### src/hw/rtl/zia_pkg.sv
// Shared types and constants for the zone ID allocator.
package zia_pkg;

    localparam int NUM_ZONES = 16;
    localparam int ZONE_W    = 4;
    localparam int DATA_W    = 32;

    localparam logic [DATA_W-1:0] ZONE_SIZE_DEF = 32'd268435456;

    typedef enum logic [2:0] {
        OP_READ      = 3'd0,
        OP_WRITE     = 3'd1,
        OP_SET_OWNER = 3'd2,
        OP_INCREMENT = 3'd3,
        OP_ASSIGN    = 3'd4,
        OP_FREE      = 3'd5
    } op_t;

    typedef enum logic {
        ST_IDLE,
        ST_SCAN
    } state_t;

    typedef struct packed {
        logic              used;
        logic [DATA_W-1:0] counter;
        logic [DATA_W-1:0] owner;
    } entry_t;

    typedef struct packed {
        logic start;
        logic step_en;
    } head_ctl_t;

    typedef struct packed {
        logic [ZONE_W-1:0] step;
        logic              last;
    } head_stat_t;

    typedef struct packed {
        logic [DATA_W-1:0] read_value;
        logic [ZONE_W-1:0] assigned_zone;
    } result_t;

endpackage

### src/hw/rtl/zone_id_allocator_top.sv
// Zone ID allocator top level: ring of zone cells, head unit and result register.
//
// Input words (op, zone, new_value, used_flag, owner) arrive on in_valid/in_stall;
// one result word (read_value, assigned_zone) leaves on out_valid/out_stall for
// every input word, in order.
// The 16 zone entries sit in a ring of cells that rotates one place per cycle
// while a word is being worked on and the ring is not held. An accepted word is
// applied by the head cell as each zone passes it, over 16 steps, one per zone;
// the result is registered and shows out_valid in the cycle after the sixteenth
// step. A new word is taken only once the last one is through its steps, set by
// the single head unit that sees one zone a cycle while the ring is not held.
// in_stall is high while a word is being worked on. A finished result may wait
// in the output register while the next word is taken; if it is still stalled
// when the next word reaches its last step, the ring holds until it is taken.
// Reset clears the used flags and owners, loads each zone counter with its
// index times ZONE_SIZE and leaves the block idle with no result pending.
module zone_id_allocator_top #(
    parameter logic [zia_pkg::DATA_W-1:0] ZONE_SIZE = zia_pkg::ZONE_SIZE_DEF
) (
    input  logic                       clk,
    input  logic                       rst_n,
    input  logic                       in_valid,
    output logic                       in_stall,
    input  logic [2:0]                 op,
    input  logic [zia_pkg::ZONE_W-1:0] zone,
    input  logic [zia_pkg::DATA_W-1:0] new_value,
    input  logic                       used_flag,
    input  logic [zia_pkg::DATA_W-1:0] owner,
    output logic                       out_valid,
    input  logic                       out_stall,
    output logic [zia_pkg::DATA_W-1:0] read_value,
    output logic [zia_pkg::ZONE_W-1:0] assigned_zone
);

    zia_pkg::state_t     state_reg;
    zia_pkg::state_t     state_next;
    zia_pkg::head_ctl_t  ctl;
    zia_pkg::head_stat_t stat;
    zia_pkg::result_t    result;
    zia_pkg::entry_t     ring_q [zia_pkg::NUM_ZONES];
    zia_pkg::entry_t     ring_d [zia_pkg::NUM_ZONES];
    zia_pkg::entry_t     head_out;

    logic                       out_valid_reg;
    logic                       out_valid_next;
    logic                       load_out;
    logic [zia_pkg::DATA_W-1:0] read_value_reg;
    logic [zia_pkg::ZONE_W-1:0] assigned_zone_reg;

    for (genvar i = 0; i < zia_pkg::NUM_ZONES; i++)
    begin : g_ring
        if (i == zia_pkg::NUM_ZONES - 1)
        begin : g_tail
            assign ring_d[i] = head_out;
        end
        else
        begin : g_link
            assign ring_d[i] = ring_q[i+1];
        end

        zia_cell #(
            .INDEX     (zia_pkg::ZONE_W'(i)),
            .ZONE_SIZE (ZONE_SIZE)
        ) u_cell (
            .clk      (clk),
            .rst_n    (rst_n),
            .shift_en (ctl.step_en),
            .d        (ring_d[i]),
            .q        (ring_q[i])
        );
    end

    zia_head u_head (
        .clk       (clk),
        .rst_n     (rst_n),
        .ctl       (ctl),
        .op        (op),
        .zone      (zone),
        .new_value (new_value),
        .used_flag (used_flag),
        .owner     (owner),
        .entry_in  (ring_q[0]),
        .entry_out (head_out),
        .stat      (stat),
        .result    (result)
    );

    assign in_stall = (state_reg != zia_pkg::ST_IDLE);

    always_comb
    begin
        state_next  = state_reg;
        ctl.start   = 1'b0;
        ctl.step_en = 1'b0;
        load_out    = 1'b0;
        case (state_reg)
            zia_pkg::ST_IDLE:
            begin
                if (in_valid)
                begin
                    ctl.start  = 1'b1;
                    state_next = zia_pkg::ST_SCAN;
                end
            end
            zia_pkg::ST_SCAN:
            begin
                // hold on the last step while the previous word is still stalled
                ctl.step_en = !(stat.last && out_valid_reg && out_stall);
                if (stat.last && ctl.step_en)
                begin
                    load_out   = 1'b1;
                    state_next = zia_pkg::ST_IDLE;
                end
            end
            default:
            begin
                state_next = zia_pkg::ST_IDLE;
            end
        endcase
    end

    always_comb
    begin
        out_valid_next = out_valid_reg;
        if (load_out)
            out_valid_next = 1'b1;
        else if (out_valid_reg && !out_stall)
            out_valid_next = 1'b0;
    end

    always_ff @(posedge clk or negedge rst_n)
    begin
        if (!rst_n)
        begin
            state_reg     <= zia_pkg::ST_IDLE;
            out_valid_reg <= 1'b0;
        end
        else
        begin
            state_reg     <= state_next;
            out_valid_reg <= out_valid_next;
        end
    end

    always_ff @(posedge clk)
    begin
        if (load_out)
        begin
            read_value_reg    <= result.read_value;
            assigned_zone_reg <= result.assigned_zone;
        end
    end

    assign out_valid     = out_valid_reg;
    assign read_value    = read_value_reg;
    assign assigned_zone = assigned_zone_reg;

    // step count sits at zero whenever no word is in flight
    a_step_idle: assert property (@(posedge clk) disable iff (!rst_n)
        (state_reg == zia_pkg::ST_IDLE) |-> (stat.step == '0))
        else $error("step count not at zero while idle");

    a_accept_scan: assert property (@(posedge clk) disable iff (!rst_n)
        (in_valid && !in_stall) |=> (state_reg == zia_pkg::ST_SCAN))
        else $error("accepted word did not start a scan");

    a_result_src: assert property (@(posedge clk) disable iff (!rst_n)
        $rose(out_valid_reg) |-> ($past(state_reg) == zia_pkg::ST_SCAN && $past(stat.last)))
        else $error("result raised outside the last scan step");

    a_hold_cause: assert property (@(posedge clk) disable iff (!rst_n)
        (state_reg == zia_pkg::ST_SCAN && !ctl.step_en) |-> (out_valid_reg && out_stall))
        else $error("ring held without a stalled result");

endmodule

### src/hw/rtl/zia_cell.sv
// One zone slot of the rotating ring: holds a zone entry and passes it on each step.
module zia_cell #(
    parameter logic [zia_pkg::ZONE_W-1:0] INDEX     = '0,
    parameter logic [zia_pkg::DATA_W-1:0] ZONE_SIZE = zia_pkg::ZONE_SIZE_DEF
) (
    input  logic            clk,
    input  logic            rst_n,
    input  logic            shift_en,
    input  zia_pkg::entry_t d,
    output zia_pkg::entry_t q
);

    localparam logic [2*zia_pkg::DATA_W-1:0] RST_PROD =
        (2*zia_pkg::DATA_W)'(INDEX) * (2*zia_pkg::DATA_W)'(ZONE_SIZE);
    localparam logic [zia_pkg::DATA_W-1:0] RST_COUNT = RST_PROD[zia_pkg::DATA_W-1:0];

    zia_pkg::entry_t entry_reg;
    zia_pkg::entry_t entry_next;

    always_comb
    begin
        entry_next = shift_en ? d : entry_reg;
    end

    always_ff @(posedge clk or negedge rst_n)
    begin
        if (!rst_n)
        begin
            entry_reg.used    <= 1'b0;
            entry_reg.counter <= RST_COUNT;
            entry_reg.owner   <= '0;
        end
        else
        begin
            entry_reg <= entry_next;
        end
    end

    assign q = entry_reg;

endmodule

### src/hw/rtl/zia_head.sv
// Head of the ring: holds the command word and applies it to the zone passing by.
module zia_head (
    input  logic                          clk,
    input  logic                          rst_n,
    input  zia_pkg::head_ctl_t            ctl,
    input  logic [2:0]                    op,
    input  logic [zia_pkg::ZONE_W-1:0]    zone,
    input  logic [zia_pkg::DATA_W-1:0]    new_value,
    input  logic                          used_flag,
    input  logic [zia_pkg::DATA_W-1:0]    owner,
    input  zia_pkg::entry_t               entry_in,
    output zia_pkg::entry_t               entry_out,
    output zia_pkg::head_stat_t           stat,
    output zia_pkg::result_t              result
);

    zia_pkg::op_t                 op_reg;
    logic [zia_pkg::ZONE_W-1:0]   zone_reg;
    logic [zia_pkg::DATA_W-1:0]   value_reg;
    logic                         flag_reg;
    logic [zia_pkg::DATA_W-1:0]   owner_reg;

    logic [zia_pkg::ZONE_W-1:0]   step_reg;
    logic [zia_pkg::ZONE_W-1:0]   step_next;
    logic                         found_reg;
    logic                         found_next;
    logic [zia_pkg::DATA_W-1:0]   rd_reg;
    logic [zia_pkg::DATA_W-1:0]   rd_next;
    logic [zia_pkg::ZONE_W-1:0]   given_reg;
    logic [zia_pkg::ZONE_W-1:0]   given_next;
    logic                         hit;

    always_ff @(posedge clk)
    begin
        if (ctl.start)
        begin
            op_reg    <= zia_pkg::op_t'(op);
            zone_reg  <= zone;
            value_reg <= new_value;
            flag_reg  <= used_flag;
            owner_reg <= owner;
        end
    end

    assign hit = (step_reg == zone_reg);

    always_comb
    begin
        entry_out  = entry_in;
        rd_next    = rd_reg;
        given_next = given_reg;
        found_next = found_reg;
        case (op_reg)
            zia_pkg::OP_READ:
            begin
                if (hit)
                    rd_next = entry_in.counter;
            end
            zia_pkg::OP_WRITE:
            begin
                if (hit)
                begin
                    entry_out.counter = value_reg;
                    entry_out.used    = flag_reg;
                end
            end
            zia_pkg::OP_SET_OWNER:
            begin
                if (hit)
                    entry_out.owner = owner_reg;
            end
            zia_pkg::OP_INCREMENT:
            begin
                if (hit)
                    entry_out.counter = entry_in.counter + 32'd1;
            end
            zia_pkg::OP_ASSIGN:
            begin
                // zone 0 is reserved; take the first free one after it
                if (step_reg != '0 && !found_reg && !entry_in.used)
                begin
                    entry_out.used  = 1'b1;
                    entry_out.owner = owner_reg;
                    found_next      = 1'b1;
                    given_next      = step_reg;
                end
            end
            zia_pkg::OP_FREE:
            begin
                if (step_reg != '0 && entry_in.owner == owner_reg)
                begin
                    entry_out.used  = 1'b0;
                    entry_out.owner = '0;
                end
            end
            default:
            begin
            end
        endcase
    end

    assign step_next = step_reg + 1'b1;

    always_ff @(posedge clk or negedge rst_n)
    begin
        if (!rst_n)
        begin
            step_reg  <= '0;
            found_reg <= 1'b0;
            rd_reg    <= '0;
            given_reg <= '0;
        end
        else if (ctl.start)
        begin
            step_reg  <= '0;
            found_reg <= 1'b0;
            rd_reg    <= '0;
            given_reg <= '0;
        end
        else if (ctl.step_en)
        begin
            step_reg  <= step_next;
            found_reg <= found_next;
            rd_reg    <= rd_next;
            given_reg <= given_next;
        end
    end

    assign stat.step            = step_reg;
    assign stat.last            = (step_reg == zia_pkg::ZONE_W'(zia_pkg::NUM_ZONES - 1));
    assign result.read_value    = rd_next;
    assign result.assigned_zone = given_next;

endmodule
### config.mk
export PLATFORM = sky130hd
export DESIGN_NAME = zone_id_allocator_top
export DESIGN_NICKNAME = d
export VERILOG_FILES = /design/src/hw/rtl/zia_pkg.sv /design/src/hw/rtl/zone_id_allocator_top.sv /design/src/hw/rtl/zia_cell.sv /design/src/hw/rtl/zia_head.sv
export SDC_FILE = /design/constraint.sdc
export NUM_CORES = 2
export LEC_CHECK = 0
export ABC_CLOCK_PERIOD_IN_PS = 9500
export BUFFER_PORTS_ARGS = -buffer_cell sky130_fd_sc_hd__clkbuf_2
export CAP_MARGIN = 20
export CORE_AREA = 8 8 330 332
export CTS_CLUSTER_SIZE = 30
export DETAILED_ROUTE_END_ITERATION = 16
export DIE_AREA = 0 0 338 340
export SLEW_MARGIN = 40
export SYNTH_ARGS = -nofsm -noshare
export SYNTH_HDL_FRONTEND = slang
export SYNTH_SLANG_ARGS = --single-unit
### constraint.sdc
create_clock -name clk -period 9.5 [get_ports clk]
set_input_delay 1.425 -clock clk [delete_from_list [all_inputs] [get_ports clk]]
set_output_delay 1.425 -clock clk [all_outputs]
set_load 0.1 [all_outputs]
==> impl_metrics.env <==
export IMPL_status="completed"
export IMPL_finalSetupTns_ns=0
export IMPL_start_kind="primary input"
export IMPL_ys_warn_count=0
export IMPL_hold_path_class="register to register"
export IMPL_initial_utilization=0.443
export IMPL_syn_nets=5076
export IMPL_min_from="g_ring[5].u_cell.q[62]"
export IMPL_grt_pass1_vias=30173
export IMPL_firstDrtPassIters=6
export IMPL_synth_common_cells="3089 x nand2_1, 1051 x dfrtp_1, 256 x clkbuf_1"
export IMPL_placed_cells=6262
export IMPL_max_freq_ghz=0.272
export IMPL_clkTransAtPathRegs_ns=0.06
export IMPL_critPathCaptureType="register"
export IMPL_fin_crit_sh=0.387
export IMPL_dp_hpwl_um=54900
export IMPL_p_leak_nw=27.7
export IMPL_insertion_delay_ns=0.70
export IMPL_r2r_setup_slack_ns=5.93
export IMPL_regToRegStartpoint="u_head.step_reg[0]"
export IMPL_diodes=0
export IMPL_root_buffer="clkbuf_16"
export IMPL_hold_worst_slack_ns=0.446
export IMPL_rr_worst_depth=9
export IMPL_io_buffers=113
export IMPL_slew_violations=0
export IMPL_power_density_nw_per_um2=317
export IMPL_rows=119
export IMPL_die_x_um=338
export IMPL_cts_htree_levels=3
export IMPL_setup_viol_count_final=0
export IMPL_routed_via_density=4.84
export IMPL_holdBufCountCts=0
export IMPL_grt_pass1_wl_um=158000
export IMPL_core_area_um2=104000
export IMPL_gp_congestion=0.773
export IMPL_ir_drop_v=0.000189
export IMPL_pre_cts_slack_ns=5.08
export IMPL_synth_area_top_cells="dfrtp_1 57%, nand2_1 25%, edfxtp_1 7.0%"
export IMPL_max_cap_viol_count=0
export IMPL_wl_um=94800
export IMPL_areaGrowthSynthToFinish_pct=13.6
export IMPL_finalCriticalPeriod_ns=3.67
export IMPL_drive_gt1_frac=0.0947
export IMPL_finalHoldViolCount=0
export IMPL_post_cts_buffers=0
export IMPL_synth_edf_count=108
export IMPL_ctsResizeCount=0
export IMPL_synthArstFlopShare=0.909
export IMPL_clockBufferDepth=3
export IMPL_cp_arrival_ns=4.31
export IMPL_cts_tree="done"
export IMPL_finalClockSkew_ns=0.0193
export IMPL_io_pins=114
export IMPL_netlist_area_um2=46100
export IMPL_fp_dieH_um=340
export IMPL_whs_path_depth=2
export IMPL_largest_reg_flops=1040
export IMPL_die_area_um2=115000
export IMPL_cp_required_ns=10.14
export IMPL_placed_cell_area_um2=48000
export IMPL_syn_avg_cell_area_um2=9.23
export IMPL_hold_end="g_ring[4].u_cell.q[62]"
export IMPL_vias=31429
export IMPL_antenna_found_initial=0
export IMPL_detail_route_antenna_nets=0
export IMPL_synth_top_cell_area_share=0.570
export IMPL_overflow=0
export IMPL_wire_per_inst_um=14.6
export IMPL_relSlewSlack=0.446
export IMPL_ys_seq_elements=1191
export IMPL_rsz0062_at_grt="false"
export IMPL_final_instance_count_excl_fill=6494
export IMPL_setup_slack_ns=5.83
export IMPL_yosysMostFrequentCell="nand2_1"
export IMPL_clock_sinks=1191
export IMPL_drc=0
export IMPL_yosys_area_top_type="dfrtp_1"
export IMPL_grt_max_degree=206
export IMPL_slowest_stage="buf_4"
export IMPL_yosysSeqAreaShare=0.659
export IMPL_yosysUniqueCellTypes=52
export IMPL_cp_slowest_stage_delay_ns=0.60
export IMPL_final_area_um2=52300
export IMPL_tightest_slew_ns=0.831
export IMPL_cp_max_fo=123
export IMPL_setup_worst_path_start="out_stall"
export IMPL_yosys_most_used_dff="dfrtp_1"
export IMPL_syn_inst=4997
export IMPL_track_usage=0.164
export IMPL_cts_made_buffers=120
export IMPL_r2r_end="g_ring[15].u_cell.q[13]"
export IMPL_crit_chain="clkbuf_2 > nand3_1 > o21a_4 > buf_12 > buf_16 > buf_4 > nand2_1 > o21ai_0 > a31o_2"
export IMPL_critical_path_class="primary input to register"
export IMPL_dr_first_iter_drc_count=2624
export IMPL_finalNetCount=5075
## where the power goes
part,leakage [nW],switching (mW),internal (mW)
clock network,2.10,2.00,2.98
logic,10.3,2.77,1.09
registers,15.3,0.969,6.79
## kinds of logic after synthesis
logic type               count (synthesis)  share of synthesized area
multiplexers                            38                    0.00926
flip-flops                            1191                      0.659
adder cells (fa/ha/maj)                  3                   0.000814
AO/OA/AOI/OAI                          210                     0.0289
AND/OR/NAND/NOR                       3211                      0.267
buffers and inverters                  290                     0.0247
XOR/XNOR                                54                     0.0103
## worst max-delay path by stage
stage / endpoint / slack (ns) / depth (start not counted)
2_1_floorplan: assigned_zone[0] / 5.80 / 1
3_3_place_gp: g_ring[15].u_cell.q[13] / 5.12 / 8
3_5_place_dp: g_ring[15].u_cell.q[13] / 5.08 / 9
4_1_cts: g_ring[15].u_cell.q[13] / 5.85 / 9
5_1_grt: g_ring[15].u_cell.q[13] / 5.60 / 9
6_report: g_ring[15].u_cell.q[13] / 5.83 / 9
## cell type report
class	instances	area (um2)
well taps	1391	1740
repair buffers	159	1260
clock inverters	58	682
inverters	8	31.3
flip-flops and latches	1191	30400
multi-input cells	3516	14700
fillers	9562	51700
clock buffers	171	3590
## placed cells by master, fill, tap and decap left out, drive strengths merged, types with 6 or more instances in the layout
master and instances:
buf 47, clkinvlp 8, o21ai 104, a31o 32, edfxtp 108, bufinv 13, nor2 33, nand2 3089
nor4 17, a21oi 22, clkinv 36, o22ai 7, xnor2 9, mux2 37, a222oi 9, inv 9
dfstp 32, xor2 45, clkbuf 283, a221oi 15, dfrtp 1051, and4 6, nor3 10, nand4 11
a31oi 6, nand3 24
## worst max-delay path: cells and delay by family
kind	cells	cell delay, ns
AOI/OAI and AO/OA	3	0.82
buffers and inverters	4	1.61
and+or+nand+nor	2	0.27
## routing by layer
metal	share of wire	track usage	routed length, um
met5	0	0	0
met4	0.020	0.0385	1850
met3	0.042	0.0304	4000
met2	0.46	0.253	43600
met1	0.48	0.240	45400
## stage by stage
stage,util,total power [mW]
after floorplan,-,10.5
after global placement,0.459,11.6
after detailed placement,0.461,11.7
after CTS,0.502,16.8
after global routing,0.503,17.7
final,0.503,16.6
Note: power is estimated with default switching activity, not from simulation.
